===== config.mk =====
export PLATFORM = sky130hd
export DESIGN_NAME = murmur2_hash32_stream
export DESIGN_NICKNAME = d
export VERILOG_FILES = /design/src/rtl/core/mh2_pkg.sv /design/src/rtl/core/mh2_mul.sv /design/src/rtl/core/mh2_ctrl.sv /design/src/rtl/core/murmur2_hash32_stream.sv
export SDC_FILE = /design/constraint.sdc
export NUM_CORES = 1
export LEC_CHECK = 0
export BUFFER_PORTS_ARGS = -buffer_cell sky130_fd_sc_hd__buf_2
export CORE_ASPECT_RATIO = 1.4
export CORE_MARGIN = 1.5
export CORE_UTILIZATION = 45
export CTS_CLUSTER_DIAMETER = 200
export DETAILED_ROUTE_END_ITERATION = 8
export PLACE_DENSITY = 0.65
export SETUP_SLACK_MARGIN = 0.3
export SYNTH_ARGS = -nofsm -noshare
export SYNTH_HDL_FRONTEND = slang
export SYNTH_SLANG_ARGS = --single-unit

===== constraint.sdc =====
create_clock -name clock -period 7.5 [get_ports clock]
set_input_delay 0.375 -clock clock [delete_from_list [all_inputs] [get_ports clock]]
set_output_delay 0.375 -clock clock [all_outputs]
set_load 0.05 [all_outputs]

===== src/rtl/core/mh2_pkg.sv =====
// Shared types, constants and a helper function for the MurmurHash2 stream block.
package mh2_pkg;

   // Mixing constants of the 32-bit MurmurHash2 scheme.
   localparam logic [31:0] MIX_MUL     = 32'h5bd1e995;
   localparam int unsigned BODY_SHIFT  = 24;
   localparam int unsigned FIN_SHIFT_A = 13;
   localparam int unsigned FIN_SHIFT_B = 15;

   // Sequencer states.
   typedef enum logic [2:0] {
      ST_IDLE,
      ST_K_MUL1,
      ST_K_MUL2,
      ST_H_MUL,
      ST_H_MIX,
      ST_F_MUL,
      ST_F_OUT
   } state_type;

   // Operand that the shared multiplier takes in a given cycle.
   typedef enum logic [1:0] {
      OP_KEY,
      OP_KEY_SHIFT,
      OP_HASH,
      OP_FIN
   } op_sel_type;

   // Kind of an incoming beat, from its byte count.
   typedef enum logic [1:0] {
      CLS_ZERO,
      CLS_TAIL,
      CLS_BODY
   } item_class_type;

   // Control bundle from the sequencer to the datapath.
   typedef struct packed {
      logic       ready;
      op_sel_type op_sel;
      logic       key_load;
      logic       mix_load;
      logic       rsp_load;
   } ctrl_type;

   // Byte mask for a tail beat that holds one to three bytes.
   function automatic logic [31:0] tail_mask(input logic [1:0] count);
      logic [31:0] mask;
      begin
         case (count)
            2'd1:    mask = 32'h0000_00ff;
            2'd2:    mask = 32'h0000_ffff;
            2'd3:    mask = 32'h00ff_ffff;
            default: mask = 32'h0000_0000;
         endcase
         return mask;
      end
   endfunction

endpackage


===== src/rtl/core/mh2_mul.sv =====
// Shared multiply-by-constant unit with its operand select and registered product.
module mh2_mul
   import mh2_pkg::*;
(
   input  logic        clock,
   input  op_sel_type  op_sel,
   input  logic [31:0] key,
   input  logic [31:0] hash,
   output logic [31:0] product
);

   logic [31:0] operand;
   logic [31:0] product_ff;
   logic [31:0] product_in;

   // Pick the operand for this step of the sequence.
   always_comb begin
      case (op_sel)
         OP_KEY:       operand = key;
         OP_KEY_SHIFT: operand = product_ff ^ (product_ff >> BODY_SHIFT);
         OP_HASH:      operand = hash;
         OP_FIN:       operand = hash ^ (hash >> FIN_SHIFT_A);
         default:      operand = key;
      endcase
   end

   // Product modulo two to the 32nd.
   assign product_in = operand * MIX_MUL;

   always_ff @(posedge clock) begin
      product_ff <= product_in;
   end

   assign product = product_ff;

endmodule


===== src/rtl/core/mh2_ctrl.sv =====
// Sequencer that steps the shared multiplier through body, tail and final mixing.
module mh2_ctrl
   import mh2_pkg::*;
(
   input  logic           clock,
   input  logic           reset,
   input  logic           req_accept,
   input  item_class_type req_class,
   input  logic           req_last,
   input  logic           rsp_free,
   output ctrl_type       ctrl
);

   state_type state_ff;
   state_type state_in;
   logic      last_ff;
   logic      last_in;
   logic      body_ff;
   logic      body_in;

   // Next state.
   always_comb begin
      state_in = state_ff;
      case (state_ff)
         ST_IDLE: begin
            if (req_accept) begin
               case (req_class)
                  CLS_BODY: state_in = ST_K_MUL1;
                  CLS_TAIL: state_in = ST_H_MUL;
                  default:  state_in = req_last ? ST_F_MUL : ST_IDLE;
               endcase
            end
         end
         ST_K_MUL1: state_in = ST_K_MUL2;
         ST_K_MUL2: state_in = ST_H_MUL;
         ST_H_MUL:  state_in = ST_H_MIX;
         ST_H_MIX:  state_in = last_ff ? ST_F_MUL : ST_IDLE;
         ST_F_MUL:  state_in = ST_F_OUT;
         ST_F_OUT:  state_in = rsp_free ? ST_IDLE : ST_F_OUT;
         default:   state_in = ST_IDLE;
      endcase
   end

   // Item flags are captured with the beat and held through its sequence.
   assign last_in = (req_accept) ? req_last : last_ff;
   assign body_in = (req_accept) ? (req_class == CLS_BODY) : body_ff;

   always_ff @(posedge clock) begin
      if (reset) begin
         state_ff <= ST_IDLE;
         last_ff  <= 1'b0;
         body_ff  <= 1'b0;
      end else begin
         state_ff <= state_in;
         last_ff  <= last_in;
         body_ff  <= body_in;
      end
   end

   // Control outputs.
   always_comb begin
      ctrl.ready    = (state_ff == ST_IDLE);
      ctrl.op_sel   = OP_KEY;
      ctrl.key_load = 1'b0;
      ctrl.mix_load = 1'b0;
      ctrl.rsp_load = 1'b0;
      case (state_ff)
         ST_K_MUL1: ctrl.op_sel = OP_KEY;
         ST_K_MUL2: ctrl.op_sel = OP_KEY_SHIFT;
         ST_H_MUL: begin
            ctrl.op_sel   = OP_HASH;
            ctrl.key_load = body_ff;
         end
         ST_H_MIX:  ctrl.mix_load = 1'b1;
         ST_F_MUL:  ctrl.op_sel = OP_FIN;
         // The hash is unchanged here, so the final product holds while the result waits.
         ST_F_OUT: begin
            ctrl.op_sel   = OP_FIN;
            ctrl.rsp_load = rsp_free;
         end
         default:   ctrl.op_sel = OP_KEY;
      endcase
   end

endmodule


===== src/rtl/core/murmur2_hash32_stream.sv =====
// Top level of the streaming 32-bit MurmurHash2 engine.
//
//   Channel   Direction  Handshake          Beat contents
//   req_      in         req_valid/stall    key word, byte count, first, last, length
//   rsp_      out        rsp_valid/stall    finalized 32-bit hash
//   csr_      in         csr_valid/ready    hash seed
//
// A four-byte beat steps through two key multiplies, a hash multiply and a mix step, a tail
// beat through the hash multiply and mix step and an empty beat through none, all on the one
// shared 32x32 multiplier that each mixing step goes through.
// A last beat adds the final avalanche on the same multiplier.
// Synchronous reset clears the sequencer, the running hash, the seed and the result flag.
// A stalled result waits in its output register; new beats are taken meanwhile,
// but a next final result waits until the earlier one has been taken.
module murmur2_hash32_stream
   import mh2_pkg::*;
(
   input  logic        clock,
   input  logic        reset,
   input  logic        req_valid,
   output logic        req_stall,
   input  logic [31:0] req_word_data,
   input  logic [2:0]  req_byte_count,
   input  logic        req_first_word,
   input  logic        req_last_word,
   input  logic [15:0] req_key_length,
   output logic        rsp_valid,
   input  logic        rsp_stall,
   output logic [31:0] rsp_hash_value,
   input  logic        csr_valid,
   output logic        csr_ready,
   input  logic [31:0] csr_hash_seed
);

   ctrl_type       ctrl;
   item_class_type req_class;
   logic           req_accept;
   logic           rsp_free;
   logic [31:0]    product;
   logic [31:0]    start_hash;
   logic [31:0]    seed_ff;
   logic [31:0]    seed_in;
   logic [31:0]    hash_ff;
   logic [31:0]    hash_in;
   logic [31:0]    key_ff;
   logic [31:0]    key_in;
   logic [31:0]    rsp_hash_ff;
   logic [31:0]    rsp_hash_in;
   logic           rsp_valid_ff;
   logic           rsp_valid_in;

   // Handshakes.
   assign req_stall  = !ctrl.ready;
   assign req_accept = req_valid && ctrl.ready;
   assign rsp_free   = !rsp_valid_ff || !rsp_stall;
   assign csr_ready  = 1'b1;

   // Classify the beat; counts above four count as a full word.
   always_comb begin
      if (req_byte_count[2]) begin
         req_class = CLS_BODY;
      end else if (req_byte_count[1:0] != 2'd0) begin
         req_class = CLS_TAIL;
      end else begin
         req_class = CLS_ZERO;
      end
   end

   mh2_ctrl u_ctrl (
      .clock      (clock),
      .reset      (reset),
      .req_accept (req_accept),
      .req_class  (req_class),
      .req_last   (req_last_word),
      .rsp_free   (rsp_free),
      .ctrl       (ctrl)
   );

   mh2_mul u_mul (
      .clock   (clock),
      .op_sel  (ctrl.op_sel),
      .key     (key_ff),
      .hash    (hash_ff),
      .product (product)
   );

   // Seed register.
   assign seed_in = (csr_valid) ? csr_hash_seed : seed_ff;

   // Running hash and key word.
   assign start_hash = (req_first_word) ? (seed_ff ^ {16'h0000, req_key_length}) : hash_ff;

   always_comb begin
      hash_in = hash_ff;
      key_in  = key_ff;
      if (req_accept) begin
         case (req_class)
            CLS_BODY: begin
               hash_in = start_hash;
               key_in  = req_word_data;
            end
            CLS_TAIL: begin
               hash_in = start_hash ^ (req_word_data & tail_mask(req_byte_count[1:0]));
               key_in  = 32'h0000_0000;
            end
            default: begin
               hash_in = start_hash;
            end
         endcase
      end else if (ctrl.key_load) begin
         key_in = product;
      end else if (ctrl.mix_load) begin
         hash_in = product ^ key_ff;
      end
   end

   // Result register.
   assign rsp_hash_in  = (ctrl.rsp_load) ? (product ^ (product >> FIN_SHIFT_B)) : rsp_hash_ff;
   assign rsp_valid_in = ctrl.rsp_load || (rsp_valid_ff && rsp_stall);

   always_ff @(posedge clock) begin
      if (reset) begin
         seed_ff      <= 32'h0000_0000;
         hash_ff      <= 32'h0000_0000;
         rsp_valid_ff <= 1'b0;
      end else begin
         seed_ff      <= seed_in;
         hash_ff      <= hash_in;
         rsp_valid_ff <= rsp_valid_in;
      end
   end

   always_ff @(posedge clock) begin
      key_ff      <= key_in;
      rsp_hash_ff <= rsp_hash_in;
   end

   assign rsp_valid      = rsp_valid_ff;
   assign rsp_hash_value = rsp_hash_ff;

endmodule


==> results.toml <==
[final_layout]
syn_to_final_growth_pct = 16.7
fin_util = 0.533
final_common_cell = "inv_1"
fin_nets = 2563
drive_gt1_frac = 0.174
mostFrequentLayoutCells = "343 x inv_1, 207 x ha_1, 173 x fa_1"
num_antenna_cells = 0
final.fill_count = 3536

[setup_path]
arrival_ns = 7.45
path_class = "reg2reg"
critPathLaunchType = "flip-flop"
crit_fanout = 15
crit_required_ns = 7.84
setup.worst_path.end_class = "flip-flop"

[floorplan]
num_rows = 85
io_pins = 125
die_w_um = 170
die_h_um = 237
start_util = 0.457
coreArea_um2 = 38600
dieArea_um2 = 40400

[timing]
slew_viol_final = 0
fin_skew_ns = 0.00813
setup_viol = 0
period_share = 0.948
tightest_slew_ns = 1.00
fmax_mhz = 141
hold_viol_final = 0
timing.setup.tns_ns = 0
relSlewSlack = 0.331
fin_crit_ns = 7.11
rsz0062_at_grt = "false"

[synthesis]
synth-edff-count = 64
syn-cell-area_um2 = 17600
synthCells = 1896
ys.flop_type = "dfxtp_1"
syn-num-nets = 2380
synth_cell_types = 62
syn_avg_cell_area_um2 = 9.31
ys_seq_area_frac = 0.225
synth-seq-cells = 166
synth_warnings = 0
ys_async_sr_fraction = 0

[detailed_routing]
firstDrtPassIters = 7
avgRoutedWirePerCell_um = 20.1
drc = 0
drtIter0Drc = 907
routed_via_density = 5.26
ant_nets = 0
routed-wl-met3_um = 2130
routed.top_layer = "met4"
route.met2.wl_um = 26700
met1_length_um = 20100
via_count = 13800
totalWireLength_um = 52400

[cts]
cts_buffers = 17
cts_tree = "done"
path_clk_slew_ns = 0.06
cts.path.max_buffers = 2
clock_latency_ns = 0.46
h-tree-depth = 4
cts.sinks = 166
root_buffer = "clkbuf_16"
cts_hold_buf = 0

[global_routing]
grt_pass1_vias = 13900
grt_start_max_net_pins = 74
overflow = 0
grt_util_all_layers = 0.265
grt_pass1_wl_um = 79500
antenna_found_initial = 0

[status]
status = "completed"

[place]
gp_congestion = 0.949
hpwl_um = 42300
io_buffers = 123

[min_path]
hp-class = "in2reg"

[run]
cap_violations = 0
==> per-stage QoR <==
step	instances	cell area [um^2]	hold slack (ns)	setup WS, ns
6_report	2614	20600	0.155	0.388
3_3_place_gp	2531	19200	0.478	-0.263
3_5_place_dp	2531	19200	0.491	-0.200
4_1_cts	2585	20100	0.139	0.195
5_1_grt	2614	20600	0.156	0.235
2_1_floorplan	1896	17700	0.406	0.348
==> sequential cells by signal, indices dropped and copies added (netlist names) <==
signal / flops
rsp_valid: 1
u_ctrl.state_ff: 3
seed_ff: 32
rsp_hash_value: 32
hash_ff: 32
u_mul.product: 32
key_ff: 32
u_ctrl.last_ff: 1
u_ctrl.body_ff: 1
==> final timing paths <==
kind	startpoint	endpoint	slack, ns	cells past startpoint
min reg2reg	seed_ff[30]$_SDFFE_PP0P_	seed_ff[30]$_SDFFE_PP0P_	0.50	2
max reg2reg	u_ctrl.state_ff[0]$_SDFFE_PP0P_	u_mul.product[31]$_DFF_P_	0.39	24
min	csr_hash_seed[9]	seed_ff[9]$_SDFFE_PP0P_	0.16	3
max	u_ctrl.state_ff[0]$_SDFFE_PP0P_	u_mul.product[31]$_DFF_P_	0.39	24
==> cells in the mapped netlist, drive strengths merged (2+ instances only) <==
master  number  area [um^2]
a31o         6         52.6
xor2        43          384
o31ai        4         30.0
a21o        18          135
nand2b      12         75.1
xnor2      125         1100
o311ai       2         17.5
a21oi      106          557
inv        352         1320
nor3b        8         60.1
edfxtp      64         1920
nor2b       11         68.8
clkbuf      50          188
dfxtp      102         2040
nand3        9         45.0
or3          2         12.5
o22a        29          254
a31oi        2         12.5
and2         6         40.0
a211oi      29          235
ha         214         2680
and3         8         50.1
mux2i       53          531
o21bai       4         30.0
fa         180         3600
buf         36          208
a211o        8         70.1
o22ai       38          250
nor2       153          574
o221ai       2         17.5
a221oi       4         35.0
nor3        23          115
o21ai       57          285
o21a         3         22.5
a221o        5         50.1
nand2      116          440
==> repair_timing <==
action,4_1_cts,5_1_grt
setup buffers,21,28
cloned,1,1
pin swaps,22,41
setup endpoints to repair,7,9
resized for setup,43,59
==> worst max-delay path: stages, from the launching register on <==
cell	delay [ns]
dfxtp_4	0.40
buf_4	0.15
bufbuf_16	0.28
a211o_1	0.33
a31o_4	0.32
buf_4	0.18
fa_1	0.53
ha_1	0.22
inv_1	0.09
fa_2	0.46
fa_2	0.40
fa_1	0.50
fa_1	0.57
inv_2	0.06
fa_1	0.51
inv_2	0.05
fa_2	0.38
xnor2_4	0.23
xnor2_2	0.12
xnor2_2	0.15
xnor2_1	0.14
xnor2_1	0.28
xnor2_1	0.18
xnor3_1	0.29
xnor2_1	0.14
==> cell type report <==
type | instances | area [um^2] | area share
Multi-Input combinational cell | 1292 | 12300 | 0.599
Clock buffer | 19 | 433 | 0.0210
Timing Repair Buffer | 250 | 1720 | 0.0834
Clock inverter | 13 | 155 | 0.00753
Sequential cell | 166 | 3980 | 0.193
Inverter | 352 | 1320 | 0.0642
Tap cell | 522 | 653 | 0.0317
==> kinds of logic (layout without fill, tap and decap cells) <==
| group | count (synthesis) | after routing | share of synthesized area |
|---|---|---|---|
| compound gates | 323 | 323 | 0.120 |
| other cells | 1 | 1 | 0.000213 |
| xor+xnor | 169 | 169 | 0.0855 |
| flops | 166 | 166 | 0.225 |
| mux | 54 | 54 | 0.0313 |
| buf+inv | 438 | 634 | 0.0973 |
| fa+ha+maj | 394 | 394 | 0.356 |
| simple gates | 351 | 351 | 0.0851 |
==> per-layer routing <==
| layer | up-vias | track usage |
|---|---|---|
| met5 | - | 0 |
| met4 | 0 | 0.159 |
| met3 | 105 | 0.0263 |
| met2 | 413 | 0.471 |
| met1 | 6708 | 0.307 |
| li1 | 6526 | - |
Power is left out: the tool's default activity adds up to more than one toggle a clock period on the data nets, which glitch-free logic cannot reach.
